==> src/rtl/core/thermal_centroid_fall_detector_defines.svh <==
// Assertion macros for the thermal centroid fall detector.
// Included by the top level; relies on i_clk and i_rst_n in the including scope.
`ifndef THERMAL_CENTROID_FALL_DETECTOR_DEFINES_SVH
`define THERMAL_CENTROID_FALL_DETECTOR_DEFINES_SVH

// Same-cycle implication, disabled during reset.
`define TCFD_ASSERT_NOW(label, ante, cons, msg) \
    label: assert property (@(posedge i_clk) disable iff (!i_rst_n) (ante) |-> (cons)) \
        else $error(msg);

// Next-cycle implication, disabled during reset.
`define TCFD_ASSERT_NEXT(label, ante, cons, msg) \
    label: assert property (@(posedge i_clk) disable iff (!i_rst_n) (ante) |=> (cons)) \
        else $error(msg);

`endif

==> src/rtl/core/tcfd_pkg.sv <==
// Package for the thermal centroid fall detector.
// Holds frame geometry, field widths and derived constants; no dependencies.
`timescale 1ns / 1ps

package tcfd_pkg;

    localparam int FRAME_PIXELS = 64;
    localparam int ROW_WIDTH    = 8;

    localparam int PIX_W   = 12;
    localparam int HEAT_W  = 18;
    localparam int WSUM_W  = 21;
    localparam int CENT_W  = 11;
    localparam int DROP_W  = 12;
    localparam int LIMIT_W = 11;
    localparam int CFG_W   = 18;
    localparam int CFG_IDX_W = 2;

    localparam int IDX_W    = (FRAME_PIXELS > 1) ? $clog2(FRAME_PIXELS) : 1;
    localparam int COL_W    = (ROW_WIDTH > 1) ? $clog2(ROW_WIDTH) : 1;
    localparam int LAST_ROW = (FRAME_PIXELS - 1) / ROW_WIDTH;
    localparam int ROW_W    = (LAST_ROW > 0) ? $clog2(LAST_ROW + 1) : 1;
    localparam int CMAX     = (LAST_ROW * 256 > 2047) ? 2047 : LAST_ROW * 256;

    localparam int WSUM_MAX = 2 ** (WSUM_W - 1) - 1;
    localparam int WSUM_MIN = -(2 ** (WSUM_W - 1));

    // Divider: non-negative weighted sum times 256 over a positive heat sum.
    localparam int QUO_W = WSUM_W - 1 + 8;
    localparam int DIV_W = HEAT_W - 1;
    localparam int CNT_W = $clog2(QUO_W);

    localparam logic [CFG_IDX_W-1:0] REG_HOT_THRESHOLD = 2'd0;
    localparam logic [CFG_IDX_W-1:0] REG_MIN_HEAT_SUM  = 2'd1;
    localparam logic [CFG_IDX_W-1:0] REG_DROP_LIMIT    = 2'd2;
    localparam logic [CFG_IDX_W-1:0] REG_UPPER_LIMIT   = 2'd3;

    localparam logic signed [PIX_W-1:0] RST_HOT_THRESHOLD = 12'sd108;
    localparam logic [HEAT_W-1:0]       RST_MIN_HEAT_SUM  = 18'd4;
    localparam logic [LIMIT_W-1:0]      RST_DROP_LIMIT    = 11'd358;
    localparam logic [LIMIT_W-1:0]      RST_UPPER_LIMIT   = 11'd1024;
    localparam logic [CENT_W-1:0]       RST_CENTROID      = 11'd896;

    typedef enum logic [3:0] {
        S_ACC   = 4'b0001,
        S_START = 4'b0010,
        S_DIV   = 4'b0100,
        S_FIN   = 4'b1000
    } t_state;

endpackage

==> src/rtl/core/tcfd_div.sv <==
// Iterative restoring divider, one quotient bit per cycle.
// Depends on tcfd_pkg for the dividend, divisor and counter widths.
`timescale 1ns / 1ps

module tcfd_div import tcfd_pkg::*; (
    input  logic              i_clk,
    input  logic              i_rst_n,
    input  logic              i_start,
    input  logic [QUO_W-1:0]  i_dividend,
    input  logic [DIV_W-1:0]  i_divisor,
    output logic              o_done,
    output logic [QUO_W-1:0]  o_quotient
);

    logic [QUO_W-1:0] r_quo;
    logic [DIV_W-1:0] r_rem;
    logic [DIV_W-1:0] r_div;
    logic [CNT_W-1:0] r_cnt;
    logic             r_busy;
    logic             r_done;

    logic [DIV_W:0]   trial;
    logic [DIV_W:0]   diff;
    logic             fits;

    assign trial = {r_rem, r_quo[QUO_W-1]};
    assign diff  = trial - {1'b0, r_div};
    assign fits  = trial >= {1'b0, r_div};

    always_ff @(posedge i_clk) begin
        if (!i_rst_n) begin
            r_busy <= 1'b0;
            r_done <= 1'b0;
            r_cnt  <= '0;
        end else begin
            r_done <= 1'b0;
            if (i_start) begin
                r_busy <= 1'b1;
                r_cnt  <= '0;
            end else if (r_busy) begin
                r_cnt <= r_cnt + 1'b1;
                if (r_cnt == CNT_W'(QUO_W - 1)) begin
                    r_busy <= 1'b0;
                    r_done <= 1'b1;
                end
            end
        end
    end

    always_ff @(posedge i_clk) begin
        if (i_start) begin
            r_quo <= i_dividend;
            r_rem <= '0;
            r_div <= i_divisor;
        end else if (r_busy) begin
            r_quo <= {r_quo[QUO_W-2:0], fits};
            r_rem <= fits ? diff[DIV_W-1:0] : trial[DIV_W-1:0];
        end
    end

    assign o_done     = r_done;
    assign o_quotient = r_quo;

endmodule

==> src/rtl/core/thermal_centroid_fall_detector.sv <==
// Top level of the thermal centroid fall detector.
// Depends on tcfd_pkg, tcfd_div and thermal_centroid_fall_detector_defines.svh.
`timescale 1ns / 1ps
`include "thermal_centroid_fall_detector_defines.svh"

// Usage:
// Pixels of a frame enter in raster order on the input channel (i_in_valid,
// o_in_stall, i_pixel_temp), one item per cycle while a frame is streaming.
// Each pixel above the hot threshold is added to the heat sum and to the
// row-weighted sum in the cycle it is accepted.
// After the last pixel of a frame the input stalls while the centroid is
// computed by a restoring divider, one quotient bit per cycle.
// One result item per frame appears on the output channel (o_out_valid,
// i_out_stall), held in an output register; the next frame streams in while
// it waits.  If a result is still stalled when the next frame ends, the
// block holds that frame's result and keeps the input stalled until it moves.
// The registers are written through i_cfg_we, i_cfg_idx and i_cfg_data.
// Synchronous reset restores the register defaults, clears the sums and the
// pixel position, and sets the previous centroid to 3.5 rows.

module thermal_centroid_fall_detector import tcfd_pkg::*; (
    input  logic                      i_clk,
    input  logic                      i_rst_n,
    input  logic                      i_in_valid,
    output logic                      o_in_stall,
    input  logic signed [PIX_W-1:0]   i_pixel_temp,
    output logic                      o_out_valid,
    input  logic                      i_out_stall,
    output logic [CENT_W-1:0]         o_centroid,
    output logic signed [DROP_W-1:0]  o_drop,
    output logic                      o_heat_present,
    output logic                      o_fall_detected,
    input  logic                      i_cfg_we,
    input  logic [CFG_IDX_W-1:0]      i_cfg_idx,
    input  logic [CFG_W-1:0]          i_cfg_data
);

    localparam int PROD_W = PIX_W + ROW_W + 1;
    localparam int SUM_W  = ((PROD_W > WSUM_W) ? PROD_W : WSUM_W) + 1;
    localparam logic signed [SUM_W-1:0] L_WMAX = SUM_W'(WSUM_MAX);
    localparam logic signed [SUM_W-1:0] L_WMIN = SUM_W'(WSUM_MIN);

    t_state r_state, n_state;

    logic signed [PIX_W-1:0]  r_hot_threshold;
    logic [HEAT_W-1:0]        r_min_heat_sum;
    logic [LIMIT_W-1:0]       r_drop_limit;
    logic [LIMIT_W-1:0]       r_upper_limit;

    logic [IDX_W-1:0]         r_pix_idx;
    logic [COL_W-1:0]         r_col;
    logic [ROW_W-1:0]         r_row;
    logic signed [HEAT_W-1:0] r_heat, n_heat;
    logic signed [WSUM_W-1:0] r_wsum, n_wsum;
    logic [CENT_W-1:0]        r_prev_centroid;

    logic                     r_out_valid;
    logic [CENT_W-1:0]        r_centroid;
    logic signed [DROP_W-1:0] r_drop;
    logic                     r_heat_present;
    logic                     r_fall_detected;

    logic                     in_accept;
    logic                     last_pixel;
    logic                     counts;
    logic signed [HEAT_W:0]   heat_add;
    logic signed [PROD_W-1:0] prod;
    logic signed [SUM_W-1:0]  wsum_add;

    logic                     div_start;
    logic                     div_done;
    logic [QUO_W-1:0]         div_dividend;
    logic [QUO_W-1:0]         div_quotient;

    logic                     present;
    logic                     out_free;
    logic                     out_load;
    logic [CENT_W-1:0]        cent_new;
    logic signed [DROP_W-1:0] drop_new;
    logic                     fall_new;

    assign in_accept  = i_in_valid && !o_in_stall;
    assign o_in_stall = (r_state != S_ACC);
    assign last_pixel = (r_pix_idx == IDX_W'(FRAME_PIXELS - 1));
    assign counts     = i_pixel_temp > r_hot_threshold;

    // Saturating accumulation of one pixel.
    always_comb begin
        heat_add = {r_heat[HEAT_W-1], r_heat}
                 + {{(HEAT_W + 1 - PIX_W){i_pixel_temp[PIX_W-1]}}, i_pixel_temp};
        prod     = i_pixel_temp * $signed({1'b0, r_row});
        wsum_add = {{(SUM_W - WSUM_W){r_wsum[WSUM_W-1]}}, r_wsum}
                 + {{(SUM_W - PROD_W){prod[PROD_W-1]}}, prod};
        if (heat_add[HEAT_W] != heat_add[HEAT_W-1]) begin
            n_heat = heat_add[HEAT_W] ? {1'b1, {(HEAT_W - 1){1'b0}}}
                                      : {1'b0, {(HEAT_W - 1){1'b1}}};
        end else begin
            n_heat = heat_add[HEAT_W-1:0];
        end
        if (wsum_add > L_WMAX) begin
            n_wsum = L_WMAX[WSUM_W-1:0];
        end else if (wsum_add < L_WMIN) begin
            n_wsum = L_WMIN[WSUM_W-1:0];
        end else begin
            n_wsum = wsum_add[WSUM_W-1:0];
        end
    end

    assign div_start    = (r_state == S_START);
    assign div_dividend = r_wsum[WSUM_W-1] ? '0 : {r_wsum[WSUM_W-2:0], 8'd0};

    tcfd_div u_div (
        .i_clk      (i_clk),
        .i_rst_n    (i_rst_n),
        .i_start    (div_start),
        .i_dividend (div_dividend),
        .i_divisor  (r_heat[DIV_W-1:0]),
        .o_done     (div_done),
        .o_quotient (div_quotient)
    );

    // Result of the finished frame.
    always_comb begin
        present  = !r_heat[HEAT_W-1] && (r_heat != '0)
                && ({1'b0, r_heat[HEAT_W-2:0]} >= r_min_heat_sum);
        cent_new = (div_quotient > QUO_W'(CMAX)) ? CENT_W'(CMAX)
                                                 : div_quotient[CENT_W-1:0];
        drop_new = $signed({1'b0, r_prev_centroid}) - $signed({1'b0, cent_new});
        fall_new = (drop_new > $signed({1'b0, r_drop_limit}))
                && (cent_new < r_upper_limit);
    end

    assign out_free = !r_out_valid || !i_out_stall;
    assign out_load = (r_state == S_FIN) && out_free;

    always_comb begin
        n_state = r_state;
        unique case (r_state)
            S_ACC:   if (in_accept && last_pixel) n_state = S_START;
            S_START: n_state = S_DIV;
            S_DIV:   if (div_done) n_state = S_FIN;
            S_FIN:   if (out_free) n_state = S_ACC;
            default: n_state = S_ACC;
        endcase
    end

    always_ff @(posedge i_clk) begin
        if (!i_rst_n) begin
            r_state         <= S_ACC;
            r_hot_threshold <= RST_HOT_THRESHOLD;
            r_min_heat_sum  <= RST_MIN_HEAT_SUM;
            r_drop_limit    <= RST_DROP_LIMIT;
            r_upper_limit   <= RST_UPPER_LIMIT;
            r_pix_idx       <= '0;
            r_col           <= '0;
            r_row           <= '0;
            r_heat          <= '0;
            r_wsum          <= '0;
            r_prev_centroid <= RST_CENTROID;
            r_out_valid     <= 1'b0;
        end else begin
            r_state <= n_state;
            if (i_cfg_we) begin
                unique case (i_cfg_idx)
                    REG_HOT_THRESHOLD: r_hot_threshold <= i_cfg_data[PIX_W-1:0];
                    REG_MIN_HEAT_SUM:  r_min_heat_sum  <= i_cfg_data[HEAT_W-1:0];
                    REG_DROP_LIMIT:    r_drop_limit    <= i_cfg_data[LIMIT_W-1:0];
                    REG_UPPER_LIMIT:   r_upper_limit   <= i_cfg_data[LIMIT_W-1:0];
                    default: ;
                endcase
            end
            if (in_accept) begin
                if (counts) begin
                    r_heat <= n_heat;
                    r_wsum <= n_wsum;
                end
                if (last_pixel) begin
                    r_pix_idx <= '0;
                    r_col     <= '0;
                    r_row     <= '0;
                end else begin
                    r_pix_idx <= r_pix_idx + 1'b1;
                    if (r_col == COL_W'(ROW_WIDTH - 1)) begin
                        r_col <= '0;
                        r_row <= r_row + 1'b1;
                    end else begin
                        r_col <= r_col + 1'b1;
                    end
                end
            end
            if (out_load) begin
                r_out_valid <= 1'b1;
                r_heat      <= '0;
                r_wsum      <= '0;
                if (present) begin
                    r_prev_centroid <= cent_new;
                end
            end else if (r_out_valid && !i_out_stall) begin
                r_out_valid <= 1'b0;
            end
        end
    end

    always_ff @(posedge i_clk) begin
        if (out_load) begin
            r_centroid      <= present ? cent_new : r_prev_centroid;
            r_drop          <= present ? drop_new : '0;
            r_heat_present  <= present;
            r_fall_detected <= present && fall_new;
        end
    end

    assign o_out_valid     = r_out_valid;
    assign o_centroid      = r_centroid;
    assign o_drop          = r_drop;
    assign o_heat_present  = r_heat_present;
    assign o_fall_detected = r_fall_detected;

    `TCFD_ASSERT_NOW(a_fall_needs_heat, o_out_valid && o_fall_detected, o_heat_present,
        "fall flagged without heat present")
    `TCFD_ASSERT_NOW(a_no_heat_no_drop, o_out_valid && !o_heat_present, o_drop == '0,
        "nonzero drop on an ignored frame")
    `TCFD_ASSERT_NOW(a_centroid_range, o_out_valid, o_centroid <= CENT_W'(CMAX),
        "centroid above the last row")
    `TCFD_ASSERT_NEXT(a_frame_end_starts_div, in_accept && last_pixel,
        r_state == S_START && r_pix_idx == '0, "frame end did not start the divider")

endmodule
==> config.mk <==
export PLATFORM = sky130hd
export DESIGN_NAME = thermal_centroid_fall_detector
export DESIGN_NICKNAME = d
export VERILOG_FILES = /design/src/rtl/core/tcfd_pkg.sv /design/src/rtl/core/tcfd_div.sv /design/src/rtl/core/thermal_centroid_fall_detector.sv
export VERILOG_INCLUDE_DIRS = /design/src /design/src/rtl/core
export SDC_FILE = /design/constraint.sdc
export NUM_CORES = 1
export LEC_CHECK = 0
export BUFFER_PORTS_ARGS = -buffer_cell sky130_fd_sc_hd__buf_2
export CAP_MARGIN = 30
export CORE_ASPECT_RATIO = 1.4
export CORE_MARGIN = 2
export CORE_UTILIZATION = 55
export DETAILED_ROUTE_END_ITERATION = 16
export PLACE_DENSITY = 0.74
export SYNTH_ARGS = -nofsm -noshare
export SYNTH_HDL_FRONTEND = slang
export SYNTH_SLANG_ARGS = --single-unit
==> constraint.sdc <==
create_clock -name i_clk -period 5.4 [get_ports i_clk]
set_input_delay 1.08 -clock i_clk [delete_from_list [all_inputs] [get_ports i_clk]]
set_output_delay 1.08 -clock i_clk [all_outputs]
set_load 0.02 [all_outputs]
==> results of run 1 <==
cell usage after synthesis, drive strengths merged (6+ instances only):
library cell  count  area share [%]
nand2b            9            0.42
a21oi           158             6.1
mux2i            13            0.92
clkbuf           53             1.4
o21ai           133             4.8
inv             178             4.7
buf              11            0.57
ha              139              12
a21o             23             1.2
nand2           190             5.0
or2               9            0.40
nand4            16            0.71
maj3             20             1.6
fa               34             4.8
a21boi            6            0.42
o211ai           21             1.1
nor3             19            0.67
or3              12            0.57
nand3b           11            0.58
a31oi            10            0.44
xor2             26             1.6
xnor2            32             2.1
a211oi            9            0.48
edfxtp           70              15
nor4             17            0.75
nand3            35             1.3
dfxtp           143              20
nor2b            15            0.66
and2             53             2.3
o21a             13            0.69
o31ai            14            0.74
nor2             64             1.7
cells by family (layout without fill, tap and decap cells):
logic type | Yosys count | count (layout)
and+or+nand+nor | 466 | 466
AOI/OAI and AO/OA | 427 | 427
buffers and inverters | 242 | 304
DFF | 213 | 213
adders and majority gates | 193 | 193
xor gates and xnor gates | 58 | 58
muxes | 16 | 16
routing by layer:
metal / vias up / part of all wire [%] / routed length (µm)
met5: - / 0.051 / 18
met4: 2 / 5.3 / 1854
met3: 98 / 4.3 / 1496
met2: 284 / 53 / 18440
met1: 5438 / 38 / 13200
li1: 5724 / - / -
metrics by stage:
step / hold WS [ps] / util [%] / cell area, µm² / std cells
6_report: 454.1 / 61.39 / 15580 / 1996
5_1_grt: 471.1 / 61.39 / 15580 / 1996
4_1_cts: 455.9 / 61.39 / 15580 / 1996
3_5_place_dp: 447.5 / 58.51 / 14850 / 1954
3_3_place_gp: 443.2 / 58.10 / 14750 / 1950
2_1_floorplan: 436.1 / - / 14170 / 1615
placed cells by master (no fill, tap or decap), types with 5 or more instances in the layout:
master / count
o31ai_1: 14
ha_1: 139
inv_1: 176
clkinv_2: 6
nand2b_1: 8
o21a_1: 12
clkbuf_16: 23
buf_2: 63
nor2b_1: 15
dfxtp_1: 143
maj3_2: 19
or3_1: 10
xor2_1: 26
xnor2_1: 30
buf_4: 16
edfxtp_1: 70
o211ai_1: 21
nand4_1: 16
and2_1: 53
fa_1: 34
o21ai_1: 7
a31oi_1: 10
clkbuf_1: 6
a21o_1: 23
nand3_1: 34
a21oi_1: 138
o311ai_0: 5
a21oi_2: 20
mux2i_1: 13
nand2_1: 190
a211oi_1: 9
nand3b_1: 11
nor2_1: 63
nor4_1: 17
or2_2: 8
o21ai_0: 124
nor3_1: 19
worst max-delay path: cells and delay by family (launching register included):
kind,cells,cell delay (ps)
simple gates,11,2060
buf+inv,2,230
fa+ha+maj,3,940
compound gates,5,940
flops,1,440
flip-flops by register name, summed over array words and instances (netlist names), 3 cells and up:
name	flops
o_centroid	11
o_drop	12
r_col	3
r_drop_limit	11
r_heat	18
r_hot_threshold	12
r_min_heat_sum	18
r_pix_idx	6
r_prev_centroid	11
r_row	3
r_state	4
r_upper_limit	11
r_wsum	21
u_div.o_quotient	28
u_div.r_cnt	5
u_div.r_div	17
u_div.r_rem	17
layout make-up:
cell class              instances  area, µm²  area share [%]
inverters                     178      668.1           4.288
flip-flops and latches        213       4965           31.86
repair buffers                 84      558.0           3.581
well taps                     319      399.1           2.562
clock inverters                12      118.9          0.7629
multi-input cells            1160       8260           53.02
clock buffers                  30      611.8           3.927
where the power goes:
part	internal [W]	switching, W
clock network	0.000897	0.000656
registers	0.00180	0.000135
logic	0.000628	0.000877
path summary, 6_finish.rpt:
kind | cells after the start | end | start | slack (ps)
worst min-delay path | 2 | r_hot_threshold[1] | r_hot_threshold[1] | 450
worst min register to register | 2 | r_hot_threshold[1] | r_hot_threshold[1] | 450
worst max-delay path | 21 | o_fall_detected | u_div.o_quotient[27] | 590
worst max register to register | 21 | o_fall_detected | u_div.o_quotient[27] | 590
==> reports/qor.csv, run 1 <==
stage,metric,value,unit
floorplanning,die area,27070,µm²
sta,Final Hold Vio Count,0,
synth,Post-Syn Instances,1615,
worst_setup_path,crit-path cells,nor4_1 > nand4_1 > nor3_1 > buf_4 > and2_1 > ha_1 > inv_1 > fa_1 > a21o_1 > a21oi_1 > o21ai_0 > a21oi_1 > o21a_1 > nand3b_1 > nand3_1 > ha_1 > nand4_1 > nor3_1 > nor4_1 > nand4b_1 > nor4_1,
sta,crit path time final,4809,ps
synth,async set-reset flop share out of synthesis,0,%
sta,Final Setup Violations,0,
routing,Final ANT Viol Nets,0,
power,maximum vdd ir drop,210.9,µV
grt,grt ovf,0,
floorplanning,Chip Height,193.9,µm
sta,f_max,0.2079,GHz
worst_setup_path,Worst path max stage delay,440,ps
grt,vias in the first global route,11410,
routing,DR vias,11550,
sta,unrepaired setup endpoints after global routing,no,
synth,largest family of logic cells by synthesized area,adder cells,
worst_setup_path,"Arr. time, crit path",5150,ps
grt,most used routing layer,met2,
synth,mux cell area share after synthesis,1.157,%
floorplanning,die span in x,139.6,µm
grt,GRT met3 Usage,3.112,%
sta,Layout Skew,13.65,ps
hold_path,HP Class,reg -> reg,
synth,ys flop type,dfxtp_1,
power,PD cells,320.4,nW/µm²
sta,normalized max-slew margin,38.98,%
grt,antenna violations before repair,1,
worst_setup_path,CP Class,reg -> reg,
sta,Max Slew Vio Count,0,
clocking,CTS Root Cell,clkbuf_16,
clocking,Post-CTS Setup Bufs,0,
synth,sequential-to-total area share from yosys stat,35.05,%
power,Leak Pwr,6.646,nW
placed_design,DP HPWL,27.06,mm
synth,Post-Synth Simple-Gate Area,16.10,%
synth,synth warn,0,
floorplanning,row count,69,
synth,Post-Synth Adder-Cell Area,18.66,%
layout,P&R area growth vs syn,9.989,%
layout,final net count,1870,
grt,overall routing resource usage,25.54,%
synth,post-synthesis cell type count,80,
routing,DR iter-0 viols,585,
layout,n_diodes,0,
synth,Mean Syn Cell Area,8.772,µm²
grt,first-pass GRT wire length,56.63,mm
routing,drt first pass iters,5,
routing,drt via density,5.785,
grt,grt met2 use,48.82,%
clocking,CTS tree,yes,
power,Tot Pwr,0.004992,W
synth,"EDFF count, synth",70,
floorplanning,Initial Util,55.81,%
sta,total negative slack,0,ps
routing,Total Wirelength,35.01,mm
grt,routing usage on met1,27.33,%
synth,Compound-Gate Fraction of Synth Area,18.61,%
worst_setup_path,crit end category,flip-flop,
clocking,CTS Buffer Depth,3,
sta,actual slew at the worst max-slew pin,911.9,ps
synth,Synth Net Count,1825,
placed_design,GPL Wtd Cong,0.8792,
clocking,post-cts resize count,0,
worst_setup_path,crit-path max FO,8,
clocking,clock sinks,213,
clocking,clock buffer count from CTS,23,
clocking,Worst-Skew Late Latency,520,ps
run,max cap viols,0,
floorplanning,io pins,64,
synth,Syn Std Cell Area,14170,µm²
clocking,CTS clock-pin slew for the worst setup and hold paths,60,ps
routing,Wirelength per Cell,17.54,µm
routing,drc violations,0,
floorplanning,core area,25380,µm²
layout,share of cells above drive strength 1,11.63,%
worst_setup_path,"Req. time, crit path",5740,ps
placed_design,number of port buffers,63,
grt,largest net degree at the start of global routing,53,
sta,Final WS setup,590.6,ps
worst_setup_path,Slowest cell on crit path,edfxtp_1,
synth,Yosys reg bits,213,
placed_design,setup slack at placement,161.4,ps
status,run status,"finished, final reports clean",
layout,filler instances,2239,
worst_setup_path,"most used cell, CP",nor4_1,
worst_setup_path,Setup crit start kind,flip-flop,
clocking,CTS HTree Levels,1,
synth,XOR/XNOR share of the synthesized area,3.692,%
clocking,Hold Buf Count CTS,0,
sta,Final Cycle Share,89.06,%
(Power assumes the default switching activity.)
==> run 2: changes to the inputs <==
SYNTH_HIERARCHICAL = 1   (was not set)
==> reports/qor.csv, run 2 <==
stage,metric,value,unit,change
synth,Mean Syn Cell Area,9.076,µm²,was 8.772 µm²
hold_path,HP Class,reg -> reg,,unchanged
sta,total negative slack,0,ps,unchanged
synth,synth warn,6,,was 0
worst_setup_path,crit path buf inv count,3,,was 2
synth,most instantiated cells after synthesis,"177 x inv_1, 177 x nand2_1, 143 x dfxtp_1, 139 x ha_1, 96 x a21oi_1",,"was 190 x nand2_1, 177 x inv_1, 143 x dfxtp_1, 139 x ha_1, 138 x a21oi_1"
layout,most frequent cells in the layout,"177 x nand2_1, 177 x inv_1, 143 x dfxtp_1",,"was 190 x nand2_1, 176 x inv_1, 143 x dfxtp_1"
sta,Max Slew Vio Count,0,,unchanged
sta,Hold Worst Slack,461.3,ps,was 454.1 ps
synth,Yosys reg bits,213,,unchanged
placed_design,GPL Wtd Cong,0.8971,,was 0.8792
clocking,clock buffer count from CTS,22,,was 23
grt,grt ovf,0,,unchanged
placed_design,setup slack at placement,-61.11,ps,was 161.4 ps
clocking,CTS Buffer Depth,3,,unchanged
clocking,Worst-Skew Late Latency,510,ps,was 520 ps
worst_setup_path,Slowest cell on crit path,edfxtp_1,,unchanged
grt,largest net degree at the start of global routing,88,,was 53
clocking,CTS Root Cell,clkbuf_16,,unchanged
worst_setup_path,Setup crit start kind,flip-flop,,unchanged
synth,Yosys top cell by area,dfxtp_1,,unchanged
worst_setup_path,crit-path max FO,5,,was 8
layout,max reg flops,28,,unchanged
sta,Layout Skew,16.28,ps,was 13.65 ps
worst_setup_path,"Arr. time, crit path",5370,ps,was 5150 ps
synth,async set-reset flop share out of synthesis,0,%,unchanged
worst_setup_path,Crit path depth,23,,was 21
floorplanning,io pins,64,,unchanged
power,Leak Pwr,7.058,nW,was 6.646 nW
grt,first-pass GRT wire length,55.84,mm,was 56.63 mm
routing,Met1 Routed Length,13.44,mm,was 13.20 mm
routing,drt first pass iters,5,,unchanged
sta,normalized max-slew margin,45.89,%,was 38.98%
sta,Final Setup Violations,0,,unchanged
floorplanning,row count,70,,was 69
worst_setup_path,worst r2r src,u_div/o_quotient[25],,was u_div.o_quotient[27]
synth,sequential-to-total area share from yosys stat,34.36,%,was 35.05%
grt,overall routing resource usage,25.10,%,was 25.54%
status,run status,"finished, final reports clean",,unchanged
routing,DR vias,11600,,was 11550
clocking,CTS HTree Levels,1,,unchanged
sta,crit path time final,5038,ps,was 4809 ps
routing,WL met2,18.33,mm,was 18.44 mm
sta,Final Cycle Share,93.29,%,was 89.06%
synth,"top cells by area, synth","dfxtp_1 20%, edfxtp_1 15%, ha_1 12%, fa_1 4.7%, inv_1 4.6%",,"was dfxtp_1 20%, edfxtp_1 15%, ha_1 12%, nand2_1 5.0%, a21oi_1 4.9%"
worst_setup_path,crit path from,u_div/o_quotient[25],,was u_div.o_quotient[27]
sta,f_max,0.1985,GHz,was 0.2079 GHz
clocking,CTS tree,yes,,unchanged
floorplanning,die span in x,141.0,µm,was 139.6 µm
routing,drc violations,0,,unchanged
layout,final net count,1873,,was 1870
worst_setup_path,CP Class,reg -> reg,,unchanged
floorplanning,Initial Util,55.55,%,was 55.81%
floorplanning,die area,27600,µm²,was 27070 µm²
routing,Wirelength per Cell,17.41,µm,was 17.54 µm
power,PD cells,292.6,nW/µm²,was 320.4 nW/µm²
clocking,Hold Buf Count CTS,0,,unchanged
placed_design,number of port buffers,63,,unchanged
routing,Final ANT Viol Nets,0,,unchanged
sta,actual slew at the worst max-slew pin,811.6,ps,was 911.9 ps
power,maximum vdd ir drop,211.3,µV,was 210.9 µV
worst_setup_path,Worst path max stage delay,400,ps,was 440 ps
worst_setup_path,"Req. time, crit path",5730,ps,was 5740 ps
worst_setup_path,Critical Path End,o_fall_detected,,unchanged
synth,"EDFF count, synth",70,,unchanged
placed_design,DP HPWL,26.70,mm,was 27.06 mm
sta,Final WS setup,362.2,ps,was 590.6 ps
routing,DR iter-0 viols,535,,was 585
floorplanning,core area,26010,µm²,was 25380 µm²
synth,Yosys top cell area share,19.81,%,was 20.21%
routing,uppermost layer routed,met4,,was met5
clocking,CTS clock-pin slew for the worst setup and hold paths,60,ps,about the same
layout,filler instances,2210,,was 2239
worst_setup_path,crit-path cells,nor4_2 > nand4_1 > buf_4 > nor4b_1 > buf_4 > ha_1 > inv_1 > fa_1 > a21o_1 > a21oi_1 > o21ai_0 > a21oi_2 > o21bai_1 > a21oi_1 > nor2b_1 > mux2i_1 > nand2_1 > ha_1 > o21a_1 > nor2_1 > a2111oi_1 > nand4_1 > a211oi_2,,was nor4_1 > nand4_1 > nor3_1 > buf_4 > and2_1 > ha_1 > inv_1 > fa_1 > a21o_1 > a21oi_1 > o21ai_0 > a21oi_1 > o21a_1 > nand3b_1 > nand3_1 > ha_1 > nand4_1 > nor3_1 > nor4_1 > nand4b_1 > nor4_1
routing,drt via density,5.792,,was 5.785
worst_setup_path,crit end category,flip-flop,,unchanged
layout,P&R area growth vs syn,10.59,%,was 9.989%
floorplanning,Chip Height,195.8,µm,was 193.9 µm
grt,vias in the first global route,11320,,was 11410
routing,detailed route wirelength on metal3,1.214,mm,was 1.496 mm
worst_setup_path,Reg2Reg Depth,23,,was 21
synth,post-synthesis cell type count,82,,was 80
layout,"Core Util, Final",61.43,%,was 61.39%
synth,ys flop type,dfxtp_1,,unchanged
routing,Total Wirelength,34.88,mm,was 35.01 mm
sta,Final Hold Vio Count,0,,unchanged
clocking,clock sinks,213,,unchanged
worst_setup_path,Critical R2R Capture,o_fall_detected,,unchanged
layout,share of cells above drive strength 1,12.15,%,was 11.63%
run,max cap viols,0,,unchanged
worst_setup_path,crit-path leading delay family,compound AO/OA/AOI/OAI gates,,was simple AND/OR/NAND/NOR gates
worst_setup_path,Reg2Reg Setup Slack,360,ps,was 590 ps
synth,Syn Std Cell Area,14450,µm²,was 14170 µm²
grt,antenna violations before repair,0,,was 1
synth,Post-Syn Instances,1592,,was 1615
layout,n_diodes,0,,unchanged
[run 2: changes by cell type after synthesis, moves of 19 or more]
cell      delta
maj3_2      -19
a21oi_2     -19
a21boi_0    +41
o21ai_0     -63
mux2_2      +39
a21oi_1     -42
[run 2: stage by stage]
step	power, W	instances	cell area [µm²]
floorplan	0.002830	1599	14480
global placement	0.003127	1960	15180
detailed placement	0.003165	1962	15220
CTS	0.004693	2002	15960
global route	0.004917	2003	15980
finish	0.004675	2003	15980
[run 2: final cells by class]
cell class,count,area [µm²],share of cell area [%]
clock buffers,33,664.4,4.158
repair buffers,94,575.6,3.602
multi-input cells,1155,8637,54.05
well taps,324,405.4,2.537
flip-flops and latches,213,4965,31.07
clock inverters,7,67.56,0.4228
inverters,177,664.4,4.158
[run 2: cell families (layout without fill, tap and decap cells)]
group                    after synthesis  in the layout  share of synthesized area, %
other                                  1              8                       0.02595
multiplexers                          60             60                         4.520
buffers and inverters                231            311                         6.295
AO/OA/AOI/OAI                        377            377                         18.02
flip-flops                           213            213                         34.36
AND/OR/NAND/NOR                      476            476                         16.31
adder cells (fa/ha/maj)              176            176                         16.96
XOR/XNOR                              58             58                         3.516
[run 2: worst min-delay path, stage by stage, from the launching register on]
cell	delay (ps)
dfxtp_1	310
nand2_1	50
a21oi_1	50
[run 2: report_power, final]
group	internal (W)	switching, W
registers	0.00177	0.000133
logic	0.000525	0.000722
clock network	0.000902	0.000623
total	0.00320	0.00148
[run 2: how the worst min path moves through the flow]
stage	start	endpoint	slack, ps	cells after the start
floorplan	r_col[1]	r_col[1]	440	2
global placement	r_col[2]	r_col[2]	450	2
detailed placement	r_col[1]	r_col[1]	450	2
CTS	r_col[1]	r_col[1]	460	2
global route	r_upper_limit[0]	r_upper_limit[0]	480	2
finish	r_col[2]	r_col[2]	460	2
[run 2: layer usage]
metal / GRT usage (%) / up-vias
met3: 2.514 / 106
met2: 47.44 / 251
met1: 27.65 / 5523
li1: - / 5722
met5: 0 / -
met4: 12.63 / 0
[run 2: timing repair]
action	4_1_cts	5_1_grt
endpoints found under the hold margin	0	0
setup buffers	0	1
gates resized for setup	0	4
endpoints found under the setup margin	0	1
==> run 3: changes to the inputs <==
==> constraint.sdc (replaced) <==
create_clock -name i_clk -period 5.4 [get_ports i_clk]
set_input_delay 0 -clock i_clk [delete_from_list [all_inputs] [get_ports i_clk]]
set_output_delay 0 -clock i_clk [all_outputs]
set_load 0.02 [all_outputs]
==> reports/qor.csv, run 3 (same netlist as run 2, synthesis figures left out) <==
stage,metric,value,unit,change
sta,Hold Worst Slack,39.62,ps,was 461.3 ps
worst_setup_path,crit-path max FO,24,,was 5
floorplanning,die span in x,141.0,µm,unchanged
sta,Layout Skew,22.11,ps,was 16.28 ps
routing,DR vias,11690,,was 11600
run,max cap viols,0,,unchanged
worst_setup_path,crit-path cells,and2_1 > ha_1 > fa_1 > inv_1 > fa_1 > inv_1 > ha_1 > a211oi_2 > a211oi_2 > o32ai_4 > o2111ai_1 > a2111o_1 > o211ai_2 > buf_4 > o21ai_0 > a221oi_1,,was nor4_2 > nand4_1 > buf_4 > nor4b_1 > buf_4 > ha_1 > inv_1 > fa_1 > a21o_1 > a21oi_1 > o21ai_0 > a21oi_2 > o21bai_1 > a21oi_1 > nor2b_1 > mux2i_1 > nand2_1 > ha_1 > o21a_1 > nor2_1 > a2111oi_1 > nand4_1 > a211oi_2
floorplanning,io pins,64,,unchanged
clocking,clock buffer count from CTS,23,,was 22
status,run status,"finished, final reports clean",,unchanged
placed_design,number of port buffers,63,,unchanged
sta,actual slew at the worst max-slew pin,926.0,ps,was 811.6 ps
layout,most frequent cells in the layout,"177 x nand2_1, 177 x inv_1, 143 x dfxtp_1",,unchanged
clocking,CTS HTree Levels,1,,unchanged
layout,final net count,1876,,was 1873
worst_setup_path,Worst path max stage delay,570,ps,was 400 ps
floorplanning,Initial Util,55.55,%,unchanged
hold_path,hold_sp,i_in_valid,,was r_col[2]
worst_setup_path,crit end category,flip-flop,,unchanged
power,Tot Pwr,0.004847,W,was 0.004675 W
layout,share of cells above drive strength 1,11.12,%,was 12.15%
layout,"Core Util, Final",61.86,%,was 61.43%
grt,antenna violations before repair,0,,unchanged
sta,Final Setup Violations,0,,unchanged
clocking,CTS clock-pin slew for the worst setup and hold paths,70,ps,was 60 ps
floorplanning,Chip Height,195.8,µm,unchanged
layout,post-route cell area,16090,µm²,was 15980 µm²
routing,drt first pass iters,5,,unchanged
sta,Final Hold Vio Count,0,,unchanged
floorplanning,row count,70,,unchanged
floorplanning,die area,27600,µm²,unchanged
layout,max reg flops,28,,unchanged
grt,largest net degree at the start of global routing,89,,was 88
layout,P&R area growth vs syn,11.37,%,was 10.59%
grt,vias in the first global route,11430,,was 11320
clocking,Worst-Skew Late Latency,510,ps,about the same
clocking,CTS Root Cell,clkbuf_16,,unchanged
worst_setup_path,"Arr. time, crit path",5340,ps,was 5370 ps
hold_path,HP Class,in -> reg,,was reg -> reg
routing,drc violations,0,,unchanged
clocking,CTS Buffer Depth,3,,unchanged
layout,n_diodes,0,,unchanged
sta,Max Slew Vio Count,0,,unchanged
sta,f_max,0.2022,GHz,was 0.1985 GHz
sta,unrepaired setup endpoints after global routing,no,,
sta,crit path time final,4945,ps,was 5038 ps
clocking,post-cts resize count,0,,unchanged
grt,overall routing resource usage,25.68,%,was 25.10%
sta,Final Cycle Share,91.57,%,was 93.29%
worst_setup_path,Setup crit start kind,flip-flop,,unchanged
worst_setup_path,Slowest cell on crit path,dfxtp_1,,was edfxtp_1
placed_design,DP HPWL,26.52,mm,was 26.70 mm
routing,Wirelength per Cell,17.80,µm,was 17.41 µm
routing,drt via density,5.827,,was 5.792
routing,DR iter-0 viols,616,,was 535
grt,first-pass GRT wire length,57.62,mm,was 55.84 mm
clocking,Post-CTS Setup Bufs,0,,unchanged
sta,normalized max-slew margin,38.27,%,was 45.89%
power,PD cells,301.2,nW/µm²,was 292.6 nW/µm²
worst_setup_path,Reg2Reg Setup Slack,460,ps,was 360 ps
floorplanning,core area,26010,µm²,unchanged
worst_setup_path,worst r2r src,r_row[1],,was u_div/o_quotient[25]
worst_setup_path,"Req. time, crit path",5800,ps,was 5730 ps
routing,Final ANT Viol Nets,0,,unchanged
placed_design,GPL Wtd Cong,0.9244,,was 0.8971
worst_setup_path,crit path from,r_row[1],,was u_div/o_quotient[25]
power,Leak Pwr,7.083,nW,was 7.058 nW
sta,total negative slack,0,ps,unchanged
power,maximum vdd ir drop,234.1,µV,was 211.3 µV
placed_design,placed inst area,15100,µm²,was 15220 µm²
worst_setup_path,crit path buf inv count,3,,unchanged
clocking,clock sinks,213,,unchanged
clocking,CTS tree,yes,,unchanged
grt,grt ovf,0,,unchanged
worst_setup_path,CP Class,reg -> reg,,unchanged
routing,Total Wirelength,35.71,mm,was 34.88 mm
worst_setup_path,crit-path leading delay family,compound AO/OA/AOI/OAI gates,,unchanged
run 3: cell types whose count changed in the layout (fill, tap and decap cells not counted), moves of 3 or more:
cell,change
dlygate4sd3_1,+19
buf_4,-16
bufinv_16,+3
clkbuf_1,-3
run 3: layer usage:
| metal | GRT usage, % | share of wire [%] | vias up |
|---|---|---|---|
| li1 | - | - | 5720 |
| met1 | 30.46 | 41 | 5626 |
| met2 | 47.75 | 52 | 256 |
| met3 | 2.514 | 3.7 | 87 |
| met4 | 9.519 | 3.8 | 0 |
| met5 | 0 | 0 | - |
run 3: final timing paths:
kind,depth (start not counted),end
max,16,r_wsum[8]
min,4,r_pix_idx[1]
max reg2reg,16,r_wsum[8]
min reg2reg,2,r_col[1]
run 3: tightest hold or removal path, delay by kind of cell:
family	cells	cell delay [ps]
AO/OA/AOI/OAI	1	50
AND/OR/NAND/NOR	2	280
buffers and inverters	1	140
run 3: through the flow:
stage	worst slack, ps	std cells
after floorplan	942.7	1599
after global placement	568.5	1944
after detailed placement	481.2	1946
after CTS	469.8	2006
after global routing	52.38	2006
final	455.1	2006
run 3: final cells by class:
cell class	count	area [µm²]
multi-input cells	1155	8621
flip-flops and latches	213	4965
fillers	2167	9921
well taps	324	405.4
clock buffers	30	641.9
repair buffers	96	630.6
inverters	177	664.4
clock inverters	11	163.9
run 3: timing repair:
item	CTS	global route
hold buffers	19	0
hold endpoints to repair	53	0
endpoints found under the setup margin	0	1
run 3: power breakdown:
| group | leakage, nW | switching [W] | internal, W | total [W] |
|---|---|---|---|---|
| Sequential | 1.85 | 0.000126 | 0.00177 | 0.00190 |
| Combinational | 4.84 | 0.000738 | 0.000522 | 0.00126 |
| Clock | 0.394 | 0.000662 | 0.00103 | 0.00169 |
| Total | 7.08 | 0.00153 | 0.00332 | 0.00485 |
